<file path="config.mk">
export PLATFORM = sky130hd
export DESIGN_NAME = calendar_date_stepper_core
export DESIGN_NICKNAME = d
export VERILOG_FILES = /design/src/rtl/cds_pkg.sv /design/src/rtl/calendar_date_stepper_core.sv
export SDC_FILE = /design/constraint.sdc
export NUM_CORES = 1
export LEC_CHECK = 0
export ABC_AREA = 1
export BUFFER_PORTS_ARGS = -buffer_cell sky130_fd_sc_hd__clkbuf_2
export CAP_MARGIN = 20
export CELL_PAD_IN_SITES_DETAIL_PLACEMENT = 0
export CELL_PAD_IN_SITES_GLOBAL_PLACEMENT = 1
export CORE_UTILIZATION = 55
export DETAILED_ROUTE_END_ITERATION = 6
export HOLD_SLACK_MARGIN = 0.15
export PLACE_DENSITY = 0.87
export REMOVE_ABC_BUFFERS = 1
export SYNTH_ARGS = -nofsm -noshare
export SYNTH_HDL_FRONTEND = slang
export SYNTH_SLANG_ARGS = --single-unit
</file>
<file path="constraint.sdc">
create_clock -name i_clk -period 28.8 [get_ports i_clk]
set_input_delay 2.88 -clock i_clk [delete_from_list [all_inputs] [get_ports i_clk]]
set_output_delay 2.88 -clock i_clk [all_outputs]
set_load 0.01 [all_outputs]
</file>
<file path="src/rtl/cds_pkg.sv">
// ============================================================================
// cds_pkg
// Shared types, constants and calendar helper functions for the date stepper.
// ============================================================================
`default_nettype none

package cds_pkg;

    // Action codes carried by each input transaction
    typedef enum logic [1:0] {
        ACT_LOAD       = 2'd0,
        ACT_NEXT_DAY   = 2'd1,
        ACT_NEXT_MONTH = 2'd2,
        ACT_NEXT_YEAR  = 2'd3
    } t_action;

    typedef logic [13:0] t_year;
    typedef logic [3:0]  t_month;
    typedef logic [4:0]  t_day;

    localparam t_year  YEAR_MIN  = 14'd1;
    localparam t_year  YEAR_MAX  = 14'd9999;
    localparam t_year  DEF_YEAR  = 14'd2021;
    localparam t_month DEF_MONTH = 4'd1;
    localparam t_day   DEF_DAY   = 5'd1;

    localparam t_month MONTH_JAN = 4'd1;
    localparam t_month MONTH_FEB = 4'd2;
    localparam t_month MONTH_DEC = 4'd12;

    // Divide a year by 100: multiply by 5243 / 2^19, exact below 16384
    function automatic logic [7:0] f_div100(input t_year y);
        logic [26:0] p;
        begin
            p = 27'(y) * 27'd5243;
            return p[26:19];
        end
    endfunction

    // Leap year under the 4/100/400 rule
    function automatic logic f_is_leap(input t_year y);
        logic [7:0] q;
        t_year      r;
        begin
            q = f_div100(y);
            r = y - (14'(q) * 14'd100);
            return ((y[1:0] == 2'd0) && (r != 14'd0)) ||
                   ((r == 14'd0) && (q[1:0] == 2'd0));
        end
    endfunction

    // Days in a month; any code outside 1..12 reads as 31
    function automatic t_day f_month_len(input logic leap, input t_month m);
        begin
            unique case (m)
                4'd2:                      return leap ? 5'd29 : 5'd28;
                4'd4, 4'd6, 4'd9, 4'd11:   return 5'd30;
                default:                   return 5'd31;
            endcase
        end
    endfunction

    // Floor(31 * mm / 12) for the shifted month mm (March = 1)
    function automatic t_day f_month_term(input t_month mm);
        begin
            unique case (mm)
                4'd1:    return 5'd2;
                4'd2:    return 5'd5;
                4'd3:    return 5'd7;
                4'd4:    return 5'd10;
                4'd5:    return 5'd12;
                4'd6:    return 5'd15;
                4'd7:    return 5'd18;
                4'd8:    return 5'd20;
                4'd9:    return 5'd23;
                4'd10:   return 5'd25;
                4'd11:   return 5'd28;
                4'd12:   return 5'd31;
                default: return 5'd0;
            endcase
        end
    endfunction

    // Remainder mod 7 by folding octal digits (8 is 1 mod 7)
    function automatic logic [2:0] f_mod7(input logic [14:0] s);
        logic [5:0] x;
        logic [3:0] y;
        begin
            x = 6'(s[2:0]) + 6'(s[5:3]) + 6'(s[8:6]) + 6'(s[11:9]) + 6'(s[14:12]);
            y = 4'(x[2:0]) + 4'(x[5:3]);
            return (y >= 4'd7) ? 3'(y - 4'd7) : y[2:0];
        end
    endfunction

endpackage

`default_nettype wire

</file>
<file path="src/rtl/calendar_date_stepper_core.sv">
// ============================================================================
// calendar_date_stepper_core
// Gregorian date register (years 1..9999) with load / next day / next month /
// next year actions and a weekday output.
// ============================================================================
// One transaction is accepted per clock cycle. The held date updates in the
// cycle the transaction is accepted, so back-to-back actions chain directly.
// Each result passes through two result registers: the first register
// holds the updated date and ok flag, the second adds the weekday, computed
// from the date by a Zeller-style sum with a constant divide-by-100 and a
// digit-fold mod 7. Both result registers move as an elastic pipeline, so the
// input stalls only when both are full and the output side is stalling.
// Reset value is 2021-01-01. A rejected load sets 2021-01-01 and clears ok;
// an action that would pass 9999-12-31 leaves the date alone and clears ok.
`default_nettype none

module calendar_date_stepper_core
    import cds_pkg::*;
(
    input  wire         i_clk,
    input  wire         i_rst_n,
    input  wire         i_in_valid,
    output logic        o_in_stall,
    input  wire  [1:0]  i_action,
    input  wire  [13:0] i_load_year,
    input  wire  [3:0]  i_load_month,
    input  wire  [4:0]  i_load_day,
    output logic        o_out_valid,
    input  wire         i_out_stall,
    output logic [13:0] o_cur_year,
    output logic [3:0]  o_cur_month,
    output logic [4:0]  o_cur_day,
    output logic [2:0]  o_weekday,
    output logic        o_ok
);

    // Held date
    t_year  r_held_year;
    t_month r_held_month;
    t_day   r_held_day;
    t_year  n_held_year;
    t_month n_held_month;
    t_day   n_held_day;
    logic   n_ok;

    // First result stage
    logic   r_v1;
    t_year  r_s1_year;
    t_month r_s1_month;
    t_day   r_s1_day;
    logic   r_s1_ok;

    // Second result stage (ports)
    logic   r_v2;
    t_year  r_o_year;
    t_month r_o_month;
    t_day   r_o_day;
    logic [2:0] r_o_weekday;
    logic   r_o_ok;

    logic   en1;
    logic   en2;
    logic   accept;

    // Handshake: advance each stage when it is empty or its consumer moves
    assign en2        = !r_v2 || !i_out_stall;
    assign en1        = !r_v1 || en2;
    assign o_in_stall = !en1;
    assign accept     = i_in_valid && en1;

    // Leap flags and month lengths used by the actions
    logic   leap_load;
    logic   leap_cur;
    logic   leap_next;
    t_year  year_inc;
    t_day   len_load;
    t_day   len_cur;
    t_day   len_next_month;
    t_day   feb_next_len;
    t_month month_inc;
    logic   load_good;

    assign year_inc       = r_held_year + 14'd1;
    assign month_inc      = r_held_month + 4'd1;
    assign leap_load      = f_is_leap(i_load_year);
    assign leap_cur       = f_is_leap(r_held_year);
    assign leap_next      = f_is_leap(year_inc);
    assign len_load       = f_month_len(leap_load, i_load_month);
    assign len_cur        = f_month_len(leap_cur, r_held_month);
    assign len_next_month = f_month_len(leap_cur, month_inc);
    assign feb_next_len   = f_month_len(leap_next, MONTH_FEB);

    assign load_good = (i_load_year >= YEAR_MIN) && (i_load_year <= YEAR_MAX) &&
                       (i_load_month >= MONTH_JAN) && (i_load_month <= MONTH_DEC) &&
                       (i_load_day != 5'd0) && (i_load_day <= len_load);

    // Compute the date after the requested action
    always_comb begin
        n_held_year  = r_held_year;
        n_held_month = r_held_month;
        n_held_day   = r_held_day;
        n_ok         = 1'b1;
        unique case (t_action'(i_action))
            ACT_LOAD: begin
                if (load_good) begin
                    n_held_year  = i_load_year;
                    n_held_month = i_load_month;
                    n_held_day   = i_load_day;
                end else begin
                    n_held_year  = DEF_YEAR;
                    n_held_month = DEF_MONTH;
                    n_held_day   = DEF_DAY;
                    n_ok         = 1'b0;
                end
            end
            ACT_NEXT_DAY: begin
                if (r_held_day < len_cur) begin
                    n_held_day = r_held_day + 5'd1;
                end else if (r_held_month < MONTH_DEC) begin
                    n_held_day   = 5'd1;
                    n_held_month = month_inc;
                end else if (r_held_year < YEAR_MAX) begin
                    n_held_day   = 5'd1;
                    n_held_month = MONTH_JAN;
                    n_held_year  = year_inc;
                end else begin
                    n_ok = 1'b0;
                end
            end
            ACT_NEXT_MONTH: begin
                if (r_held_month >= MONTH_DEC) begin
                    // January always has room for the held day
                    if (r_held_year >= YEAR_MAX) begin
                        n_ok = 1'b0;
                    end else begin
                        n_held_year  = year_inc;
                        n_held_month = MONTH_JAN;
                    end
                end else begin
                    n_held_month = month_inc;
                    if (r_held_day > len_next_month) begin
                        n_held_day = len_next_month;
                    end
                end
            end
            ACT_NEXT_YEAR: begin
                if (r_held_year >= YEAR_MAX) begin
                    n_ok = 1'b0;
                end else begin
                    n_held_year = year_inc;
                    // February 29 drops to the 28th in a common year
                    if ((r_held_month == MONTH_FEB) && (r_held_day > feb_next_len)) begin
                        n_held_day = feb_next_len;
                    end
                end
            end
            default: begin
                n_ok = 1'b0;
            end
        endcase
    end

    // Update the held date on every accepted transaction
    always_ff @(posedge i_clk) begin
        if (!i_rst_n) begin
            r_held_year  <= DEF_YEAR;
            r_held_month <= DEF_MONTH;
            r_held_day   <= DEF_DAY;
        end else if (accept) begin
            r_held_year  <= n_held_year;
            r_held_month <= n_held_month;
            r_held_day   <= n_held_day;
        end
    end

    // Capture the updated date into the first result stage
    always_ff @(posedge i_clk) begin
        if (!i_rst_n) begin
            r_v1 <= 1'b0;
        end else if (en1) begin
            r_v1 <= accept;
        end
    end

    always_ff @(posedge i_clk) begin
        if (accept) begin
            r_s1_year  <= n_held_year;
            r_s1_month <= n_held_month;
            r_s1_day   <= n_held_day;
            r_s1_ok    <= n_ok;
        end
    end

    // Weekday: shift the year to start in March, then sum and reduce mod 7
    logic        jan_feb;
    t_year       wd_year;
    t_month      wd_month;
    logic [7:0]  wd_q100;
    logic [14:0] wd_sum;
    logic [2:0]  wd_day;

    assign jan_feb  = (r_s1_month <= MONTH_FEB);
    assign wd_year  = r_s1_year - 14'(jan_feb);
    assign wd_month = jan_feb ? (r_s1_month + 4'd10) : (r_s1_month - 4'd2);
    assign wd_q100  = f_div100(wd_year);
    assign wd_sum   = 15'(r_s1_day) + 15'(wd_year) + 15'(wd_year[13:2])
                    - 15'(wd_q100) + 15'(wd_q100[7:2]) + 15'(f_month_term(wd_month));
    assign wd_day   = f_mod7(wd_sum);

    // Move the first stage into the output register
    always_ff @(posedge i_clk) begin
        if (!i_rst_n) begin
            r_v2 <= 1'b0;
        end else if (en2) begin
            r_v2 <= r_v1;
        end
    end

    always_ff @(posedge i_clk) begin
        if (en2 && r_v1) begin
            r_o_year    <= r_s1_year;
            r_o_month   <= r_s1_month;
            r_o_day     <= r_s1_day;
            r_o_weekday <= wd_day;
            r_o_ok      <= r_s1_ok;
        end
    end

    assign o_out_valid = r_v2;
    assign o_cur_year  = r_o_year;
    assign o_cur_month = r_o_month;
    assign o_cur_day   = r_o_day;
    assign o_weekday   = r_o_weekday;
    assign o_ok        = r_o_ok;

    // Held date always stays a legal calendar date
    a_held_range: assert property (@(posedge i_clk) disable iff (!i_rst_n)
        (r_held_year >= YEAR_MIN) && (r_held_year <= YEAR_MAX) &&
        (r_held_month >= MONTH_JAN) && (r_held_month <= MONTH_DEC) &&
        (r_held_day != 5'd0) && (r_held_day <= len_cur))
        else $error("held date out of range");

    // Input stalls only when both result stages are full and output stalls
    a_stall_full: assert property (@(posedge i_clk) disable iff (!i_rst_n)
        o_in_stall |-> (r_v1 && r_v2 && i_out_stall))
        else $error("input stalled with room in pipeline");

    // Weekday is a legal code whenever a result is presented
    a_weekday: assert property (@(posedge i_clk) disable iff (!i_rst_n)
        o_out_valid |-> (o_weekday <= 3'd6))
        else $error("weekday out of range");

    // Next year below the limit advances the year by exactly one
    a_next_year: assert property (@(posedge i_clk) disable iff (!i_rst_n)
        (accept && (i_action == ACT_NEXT_YEAR) && (r_held_year < YEAR_MAX))
        |=> (r_held_year == ($past(r_held_year) + 14'd1)))
        else $error("next year did not advance the year");

endmodule

`default_nettype wire
</file>
* Yosys cells after proc, flatten, opt, wreduce, memory -nomap -nowiden
Memories as Yosys holds them, arrays and structs flattened.
Index checks and enable logic that the tools add are counted.
** Cells by class
- Multiply operators :: 7
- Equal/unequal tests :: 18
- Add/sub/neg operators :: 20
- Reductions and logical operators :: 40
- Mux-type cells :: 38
- Bitwise operators :: 0
- Magnitude comparators :: 14
- Divide/modulo/power cells :: 0
- Shift-type cells :: 0
** Operators with widths (count)
- multiplier 14 x 13 -> 27 bit, second input constant :: 4
- two-way mux 14 bit :: 6
- one-hot mux 14 bit (4 select lines) :: 1
- zero test 14 bit :: 3
- nonzero test 14 bit :: 3
- subtractor 14 bit :: 3
- two-way mux 5 bit :: 8
- multiplier 8 x 5 -> 12 bit, second input constant :: 3
- two-way mux 4 bit :: 7
- equality test 4 x 3 -> 1 bit, second input constant :: 6
- equality test 4 bit, second input constant :: 6
- one-hot mux 5 bit (4 select lines) :: 1
- adder 15 x 12 -> 15 bit :: 1
- adder 15 x 5 -> 15 bit :: 1
- adder 15 x 6 -> 15 bit :: 1
- adder 5 x 14 -> 15 bit :: 1
- subtractor 15 x 8 -> 15 bit :: 1
- adder 14 x 1 -> 14 bit, second input constant :: 1
- >= comparator 14 x 1 -> 1 bit, second input constant :: 1
- >= comparator 14 bit, second input constant :: 1
- less-or-equal comparator 14 bit, second input constant :: 1
- logical AND 1 bit :: 14
- zero test 2 bit :: 7
- < comparator 14 bit, second input constant :: 1
- 31 further kinds :: 55
** Word-level totals
- Bits in writable memories :: 0
- Memories kept :: 1
- Bits in registers :: 76
- Latch bits :: 0
- Bits of input ports :: 29
- Logic and storage cells :: 152
- Output and inout port bits :: 29
- ROM bits :: 80
** Memories
- (no name shown) :: depth 16, bits a word 5, rd ports 1, clocked after memory_dff 0, write ports 0, RTL line cds_pkg.sv:66 : unique case (mm)

* Longest topological paths before layout
Gate-level depths: netlist of the first run.
- Depth in word-level cells :: 14
- Gate-level depth with buffers :: 73
- Gate-level depth less buffers :: 72

* Worst setup path before layout of the first run
No wires, ideal clock.
- Kind :: flip-flop to flip-flop
- Start :: register r_s1_month[0]
- End :: register r_o_weekday[0] (netlist: o_weekday[0]), data pin
- Setup time :: 259 ps
- Arrival time :: 12870 ps
- Clock period less this slack :: 13129 ps
- Path slack :: 15671 ps
- Stages on the path, launching flop included :: 62
- Path buffers :: 0
- Data required time :: 28541 ps
- Path through :: edfxtp_1 -> inv_1 -> ha_1 -> o21ai_0 -> inv_1 -> ha_1 -> nand2_1 -> nor3_1 -> nand3_1 -> inv_1 -> nand2_1 -> or3_1 -> nor3_1 -> xor2_1 -> fa_1 -> ha_1 -> fa_1 -> fa_1 -> (+26 left out) -> o21ai_0 -> xnor2_1 -> fa_1 -> inv_1 -> fa_1 -> inv_1 -> fa_1 -> inv_1 -> fa_1 -> xor2_1 -> ha_1 -> inv_1 -> fa_1 -> inv_1 -> ha_1 -> nand2_1 -> nand2_1 -> xor2_1
** On the way
- Longest elaborated chain between the ends :: 14
- Elaborated cells between the ends (all ways) :: 20
- Classes of those cells :: add/sub: 14; mul: 1; order compare: 2; mux: 2; memory: 1
** RTL lines
- start: declaration :: RTL line calendar_date_stepper_core.sv:49 : t_month r_s1_month;
- start signal: assignment :: RTL line calendar_date_stepper_core.sv:188 : r_s1_month <= n_held_month;
- parallel branches: the longest is 6 deep, another holds multiplier 14 x 13 -> 27 bit
- adder 15 x 5 -> 15 bit * :: RTL line calendar_date_stepper_core.sv:207 : - 15'(wd_q100) + 15'(wd_q100[7:2]) + 15'(f_month_term(wd_month));
- adder 3 x 3 -> 4 bit :: RTL line cds_pkg.sv:89 : x = 6'(s[2:0]) + 6'(s[5:3]) + 6'(s[8:6]) + 6'(s[11:9]) + 6'(s[14:12]);
- adder 4 x 3 -> 5 bit :: RTL line cds_pkg.sv:89
- adder 5 x 3 -> 6 bit :: RTL line cds_pkg.sv:89
- adder 6 x 3 -> 6 bit * :: RTL line cds_pkg.sv:89
- adder 3 x 3 -> 4 bit * :: RTL line cds_pkg.sv:90 : y = 4'(x[2:0]) + 4'(x[5:3]);
- >= comparator 4 x 3 -> 1 bit or subtractor 3 bit (tied branches) :: RTL line cds_pkg.sv:91 : return (y >= 4'd7) ? 3'(y - 4'd7) : y[2:0];
- two-way mux 3 bit * :: RTL line cds_pkg.sv:91
- via wd_day[0] :: RTL line calendar_date_stepper_core.sv:200 : logic [2:0] wd_day;
- end signal: assignment :: RTL line calendar_date_stepper_core.sv:224 : r_o_weekday <= wd_day;
- end: declaration :: RTL line calendar_date_stepper_core.sv:58 : logic [2:0] r_o_weekday;
Mark *: on every way through the listed nets, which the timed path passes.
A chain may end at the register's enable or synchronous reset.

* Worst setup path after layout of the first run
Ends and elaborated chain as after synthesis.

==> results.ini, run 1 <==
[placed_design]
place.detailed.hpwl_mm=49.7
routabilityCongestion=0.936
numPortBuffers=57
place_inst=3451
place_ws_ns=14.28

[routing]
ant_nets=0
drc=0
drtIter0Drc=945
drt-total-wl_mm=57.2
vias_per_cell=5.32
drt_first_pass_iters=5
wire_per_inst_um=16.5
via_count=18400

[synthesis]
synth-main-ff-cell=edfxtp_1
syn_area_per_cell_um2=8.53
synth_seq_area_share_pct=8.41
syn_area_um2=24200
synth_edf_count=51
synth_cells=2831
synth_cell_types=55
yosysWarnings=0
ys_seq_elements=76
synthArstFlopShare_pct=0

[floorplanning]
die_h_um=212
dieWidth_um=212
initial_core_util_pct=56.0
die_area_um2=44800
rows=76
ioPinCount=58
core_um2=43200

[global_route]
grt_max_degree=42
grt_antenna_before_repair=1
grt_pass1_wl_mm=96.0
grtUsageTotal_pct=27.0
overflow=0
grt_pass1_vias=19300

[setup_path]
reg2reg_setup_slack_ns=14.40
slowest_stage=xor2_1
path_class=reg -> reg
cp_common_cell=inv_1
critPathRequiredTime_ns=28.89
rr_worst_depth=58
critPathMaxStageDelay_ns=0.69
rr_endpoint=o_weekday[0]$_DFFE_PP_
path_max_fanout=6
reg2reg_from=r_s1_month[0]$_DFFE_PP_
end_kind=flop
worst_setup_path_start_kind=flop
cp_data_arrival_time_ns=14.49

[layout]
drive_gt1_share_pct=4.37
final_cell_mix=inv_1 (681), ha_1 (604), nand2_1 (377)
fin_nets=3799
fin_cells=3469
final_common_cell=inv_1
syn2layout_area_growth_pct=5.13

[min_path]
whs_endpoint=o_ok$_DFFE_PP_
min-delay-start=r_s1_ok$_DFFE_PP_
min_path_cells=0
hp-class=reg -> reg

[sta]
holdWs_ns=0.439
finalCritPeriodShare_pct=50.0
drv_slew=0
finalSetupTns_ns=0
period_minus_slack_ns=14.40
rsz0062_at_grt=no
fin_skew_ns=0.0116
setup_viol=0
maxSlewHeadroom_pct=30.9
max_freq_mhz=69.4
tightest_slew_ns=1.03
hold_viol=0
finalWorstSetupSlack_ns=14.40

[clock_tree]
postCtsSetupBuffers=0
h-tree-depth=3
clk_latency_ns=0.35
cts_tree=done
cts_resized=0
cts_hold_buf=0
cts.sinks=76
clk_path_buf_depth=2
cts_made_buffers=9
root_buffer=clkbuf_16
path_clk_slew_ns=0.06

[status]
status=finished clean

[run]
max-cap-violations=0

cell type report:
type / count / area [um2]
flip-flops and latches: 76 / 2030
diodes: 1 / 2.50
well taps: 585 / 732
repair buffers: 64 / 338
fillers: 3924 / 17800
clock buffers: 10 / 229
clock inverters: 6 / 71.3
multi-input cells: 2038 / 19400
inverters: 689 / 2590
cell families (layout without fill, tap and decap cells):
| logic type | count (synthesis) | count (layout) | share of synthesized area [%] |
|---|---|---|---|
| other | 0 | 1 | 0 |
| AO/OA/AOI/OAI | 311 | 311 | 7.36 |
| buffers and inverters | 717 | 769 | 11.3 |
| flip-flops | 76 | 76 | 8.41 |
| XOR/XNOR | 127 | 127 | 4.60 |
| AND/OR/NAND/NOR | 708 | 708 | 13.2 |
| adder cells (fa/ha/maj) | 892 | 892 | 55.1 |
metrics by stage:
step                instance area (um2)  utilization, %
detailed placement                25100            58.1
floorplan                         24000               -
CTS                               25400            58.8
finish                            25400            58.8
global route                      25400            58.8
global placement                  25100            58.1
layer usage:
layer / routed length (um) / GRT usage, % / up-vias
met1: 26200 / 36.0 / 8814
li1: - / - / 9148
met2: 26800 / 45.7 / 399
met5: 0 / 0 / -
met3: 2470 / 3.35 / 86
met4: 1680 / 7.82 / 0
flip-flops by register name, indices dropped and copies added (netlist names):
register      count
o_cur_year       14
r_held_year      14
r_s1_year        14
o_cur_day         5
r_held_day        5
r_s1_day          5
o_cur_month       4
r_held_month      4
r_s1_month        4
o_weekday         3
o_ok              1
o_out_valid       1
r_s1_ok           1
r_v1              1
critical path: cells and delay by family (launching register included):
kind,cells,cell delay [ns]
simple gates,7,0.72
xor+xnor,5,1.37
fa+ha+maj,21,8.34
flops,1,0.46
compound gates,9,1.88
buf+inv,16,1.37
cells in the mapped netlist (3+ instances only):
master	instances	area, um2
dfxtp_1	25	500
inv_1	682	2560
a31oi_1	9	56.3
a221oi_1	3	26.3
and2_1	6	37.5
nand3_1	130	651
nand2_1	377	1420
buf_2	5	25.0
xnor2_1	44	385
o21bai_1	21	158
o21ai_0	88	440
a21boi_0	5	37.5
nor2_1	85	319
nor4_1	3	18.8
or2_2	5	31.3
nor3b_1	3	22.5
o21a_1	3	22.5
inv_2	4	15.0
a21o_1	11	82.6
edfxtp_1	51	1530
nor3_1	16	80.1
nand3b_2	5	56.3
nand3_2	11	110
o22a_1	5	43.8
nand2_2	14	87.6
fa_1	288	5770
clkinv_1	3	11.3
a211oi_1	8	60.1
nand4_1	35	219
nor2_2	4	25.0
buf_1	3	11.3
o211ai_1	6	45.0
o22ai_1	7	43.8
clkbuf_1	14	52.6
nand3b_1	7	52.6
a21oi_1	134	671
ha_1	604	7560
xor2_1	83	727
how the worst max path moves through the flow:
stage	from	to	slack (ns)	depth (start not counted)
finish	r_s1_month[0]$_DFFE_PP_	o_weekday[0]$_DFFE_PP_	14.40	58
global route	r_s1_month[0]$_DFFE_PP_	o_weekday[1]$_DFFE_PP_	13.39	59
CTS	r_s1_month[0]$_DFFE_PP_	o_weekday[0]$_DFFE_PP_	14.26	61
detailed placement	r_s1_month[0]$_DFFE_PP_	o_weekday[0]$_DFFE_PP_	14.28	61
global placement	r_s1_month[0]$_DFFE_PP_	o_weekday[0]$_DFFE_PP_	14.65	61
floorplan	r_s1_month[0]$_DFFE_PP_	o_weekday[0]$_DFFE_PP_	15.67	61
Power of run 1 is left out: the tool's default activity adds up to more than one toggle a clock period on the data nets, which glitch-free logic cannot reach.
==> run 2, diff against run 1 <==
--- a/config.mk
+++ b/config.mk
@@ -10,10 +10,10 @@
 export CAP_MARGIN = 20
 export CELL_PAD_IN_SITES_DETAIL_PLACEMENT = 0
 export CELL_PAD_IN_SITES_GLOBAL_PLACEMENT = 1
-export CORE_UTILIZATION = 55
+export CORE_UTILIZATION = 51
 export DETAILED_ROUTE_END_ITERATION = 6
 export HOLD_SLACK_MARGIN = 0.15
-export PLACE_DENSITY = 0.87
+export PLACE_DENSITY = 0.82
 export REMOVE_ABC_BUFFERS = 1
 export SYNTH_ARGS = -nofsm -noshare
 export SYNTH_HDL_FRONTEND = slang
==> constraint.sdc (replaced) <==
create_clock -name i_clk -period 14.1 [get_ports i_clk]
set_input_delay 1.41 -clock i_clk [delete_from_list [all_inputs] [get_ports i_clk]]
set_output_delay 1.41 -clock i_clk [all_outputs]
set_load 0.01 [all_outputs]
==> run 2 against run 1 <==
Against the previous run: the flow now finishes with violations (design-rule violations); non-clock buffer count rose by 17; clock skew rose by 0.0040 ns; fmax rose by 8.4%; wire length rose by 1.1%; final area rose by 0.85%; count of clock-buffer cells in the layout fell by 1; via count rose by 0.20%; worst hold slack got worse by 0.014 ns; die area rose by 7.8%; final cell count rose by 1.1%; core utilization fell by 3.9 points; critical path depth rose by 3; critical endpoint unchanged.
==> results.ini, run 2 (same netlist as run 1, synthesis figures left out) <==
[sta]
drv_slew=0  ; unchanged
finalCritPeriodShare_pct=94.3  ; +44 points
finalWorstSetupSlack_ns=0.809  ; -13.59 ns
fin_skew_ns=0.0156  ; +0.00403 ns
period_minus_slack_ns=13.29  ; -1.11 ns
max_freq_mhz=75.2  ; +8.4%
maxSlewHeadroom_pct=25.7  ; -5.3 points
hold_viol=0  ; unchanged
tightest_slew_ns=1.11  ; +0.0788 ns
finalSetupTns_ns=0  ; unchanged
setup_viol=0  ; unchanged

[global_route]
grt_pass1_wl_mm=97.0  ; +1.0%
overflow=0  ; unchanged
grtUsageTotal_pct=25.3  ; -1.6 points
grt_max_degree=41  ; -2.4%
grt_pass1_vias=19200  ; -0.70%
grt_antenna_before_repair=0  ; -1

[layout]
fin_nets=3816  ; +0.45%
final_cell_mix=inv_1 (677), ha_1 (604), nand2_1 (377)
fin_cells=3508  ; +1.1%
drive_gt1_share_pct=5.45  ; +1.1 points
syn2layout_area_growth_pct=6.03
final_common_cell=inv_1

[setup_path]
cp_data_arrival_time_ns=13.38  ; -1.11 ns
end_kind=flop
slowest_stage=fa_1
rr_endpoint=o_weekday[0]$_DFFE_PP_
rr_worst_depth=61  ; +5.2%
reg2reg_from=r_s1_month[0]$_DFFE_PP_
path_max_fanout=4  ; -2
worst_setup_path_start_kind=flop
critPathRequiredTime_ns=14.19  ; -14.70 ns
reg2reg_setup_slack_ns=0.81  ; -13.59 ns
path_class=reg -> reg
critPathMaxStageDelay_ns=0.55  ; -0.14 ns

[routing]
vias_per_cell=5.27  ; -0.92%
drt_first_pass_iters=7  ; +2
ant_nets=0  ; unchanged
drc=28  ; +28
via_count=18500  ; +0.20%
wire_per_inst_um=16.5  ; about the same
drtIter0Drc=977  ; +3.4%
drt-total-wl_mm=57.8  ; +1.1%

[status]
status=finished with violations
violations=design-rule violations

[placed_design]
place.detailed.hpwl_mm=50.1  ; +0.84%
numPortBuffers=57  ; unchanged
place_ws_ns=-0.200  ; -14.48 ns
place_inst=3480  ; +0.84%
routabilityCongestion=0.907  ; -3.1%

[clock_tree]
clk_latency_ns=0.35  ; about the same
root_buffer=clkbuf_16
clk_path_buf_depth=2  ; unchanged
cts_made_buffers=9  ; unchanged
h-tree-depth=3  ; unchanged
cts_tree=done
path_clk_slew_ns=0.06  ; about the same
cts.sinks=76  ; unchanged

[min_path]
min-delay-start=r_s1_ok$_DFFE_PP_
min_path_cells=0  ; unchanged
whs_endpoint=o_ok$_DFFE_PP_
hp-class=reg -> reg

[floorplanning]
die_h_um=220  ; +3.8%
die_area_um2=48200  ; +7.8%
dieWidth_um=220  ; +3.8%
rows=79  ; +3.9%
core_um2=46700  ; +8.1%
ioPinCount=58  ; unchanged
initial_core_util_pct=51.8  ; -4.2 points

[run]
max-cap-violations=0  ; unchanged

-- run 2: layout make-up --
type	count	area [um2]
antenna	1	2.50
clock buffer	9	225
clock inverter	7	57.6
fill	4348	21000
inverter	689	2590
multi-input combinational	2038	19500
sequential	76	2030
tap	607	759
timing repair buffer	81	478
-- run 2: per-layer routing --
layer | global-route usage (%) | share of wire [%] | vias up
met1 | 34.2 | 46 | 8862
met3 | 2.25 | 3.5 | 82
met2 | 43.3 | 48 | 364
met5 | 0 | 0 | -
li1 | - | - | 9175
met4 | 6.83 | 2.6 | 0
-- run 2: how the worst max path moves through the flow --
stage	depth (start not counted)	from	endpoint	slack, ns
6_report	61	r_s1_month[0]$_DFFE_PP_	o_weekday[0]$_DFFE_PP_	0.81
2_1_floorplan	61	r_s1_month[0]$_DFFE_PP_	o_weekday[0]$_DFFE_PP_	0.97
3_3_place_gp	61	r_s1_month[0]$_DFFE_PP_	o_weekday[0]$_DFFE_PP_	0.24
5_1_grt	62	r_s1_month[0]$_DFFE_PP_	o_weekday[1]$_DFFE_PP_	-0.05
4_1_cts	61	r_s1_month[0]$_DFFE_PP_	o_weekday[0]$_DFFE_PP_	0.03
3_5_place_dp	61	r_s1_month[0]$_DFFE_PP_	o_weekday[0]$_DFFE_PP_	-0.20
-- run 2: per-stage QoR --
step                      utilization (%)  hold slack (ns)  area [um2]
after floorplan                         -            0.400       24000
after global placement               53.9            0.424       25200
after detailed placement             53.9            0.423       25200
after CTS                            54.6            0.428       25500
after global routing                 54.9            0.427       25600
final                                54.9            0.425       25600
-- run 2: what timing repair did --
item,in CTS,in global routing
hold buffers,0,0
pin swaps,0,2
gates resized for setup,2,18
setup endpoints to repair,3,3
setup buffers,0,11
gates cloned,0,0
-- run 2: critical path: cells and delay by family, from the launching register on --
kind	cells	cell delay, ns
adders and majority gates	20	7.94
buffers and inverters	16	1.13
xor gates and xnor gates	5	0.80
DFF	1	0.44
and+or+nand+nor	12	1.43
AOI/OAI and AO/OA	8	1.26
Power of run 2 is left out for the same reason.
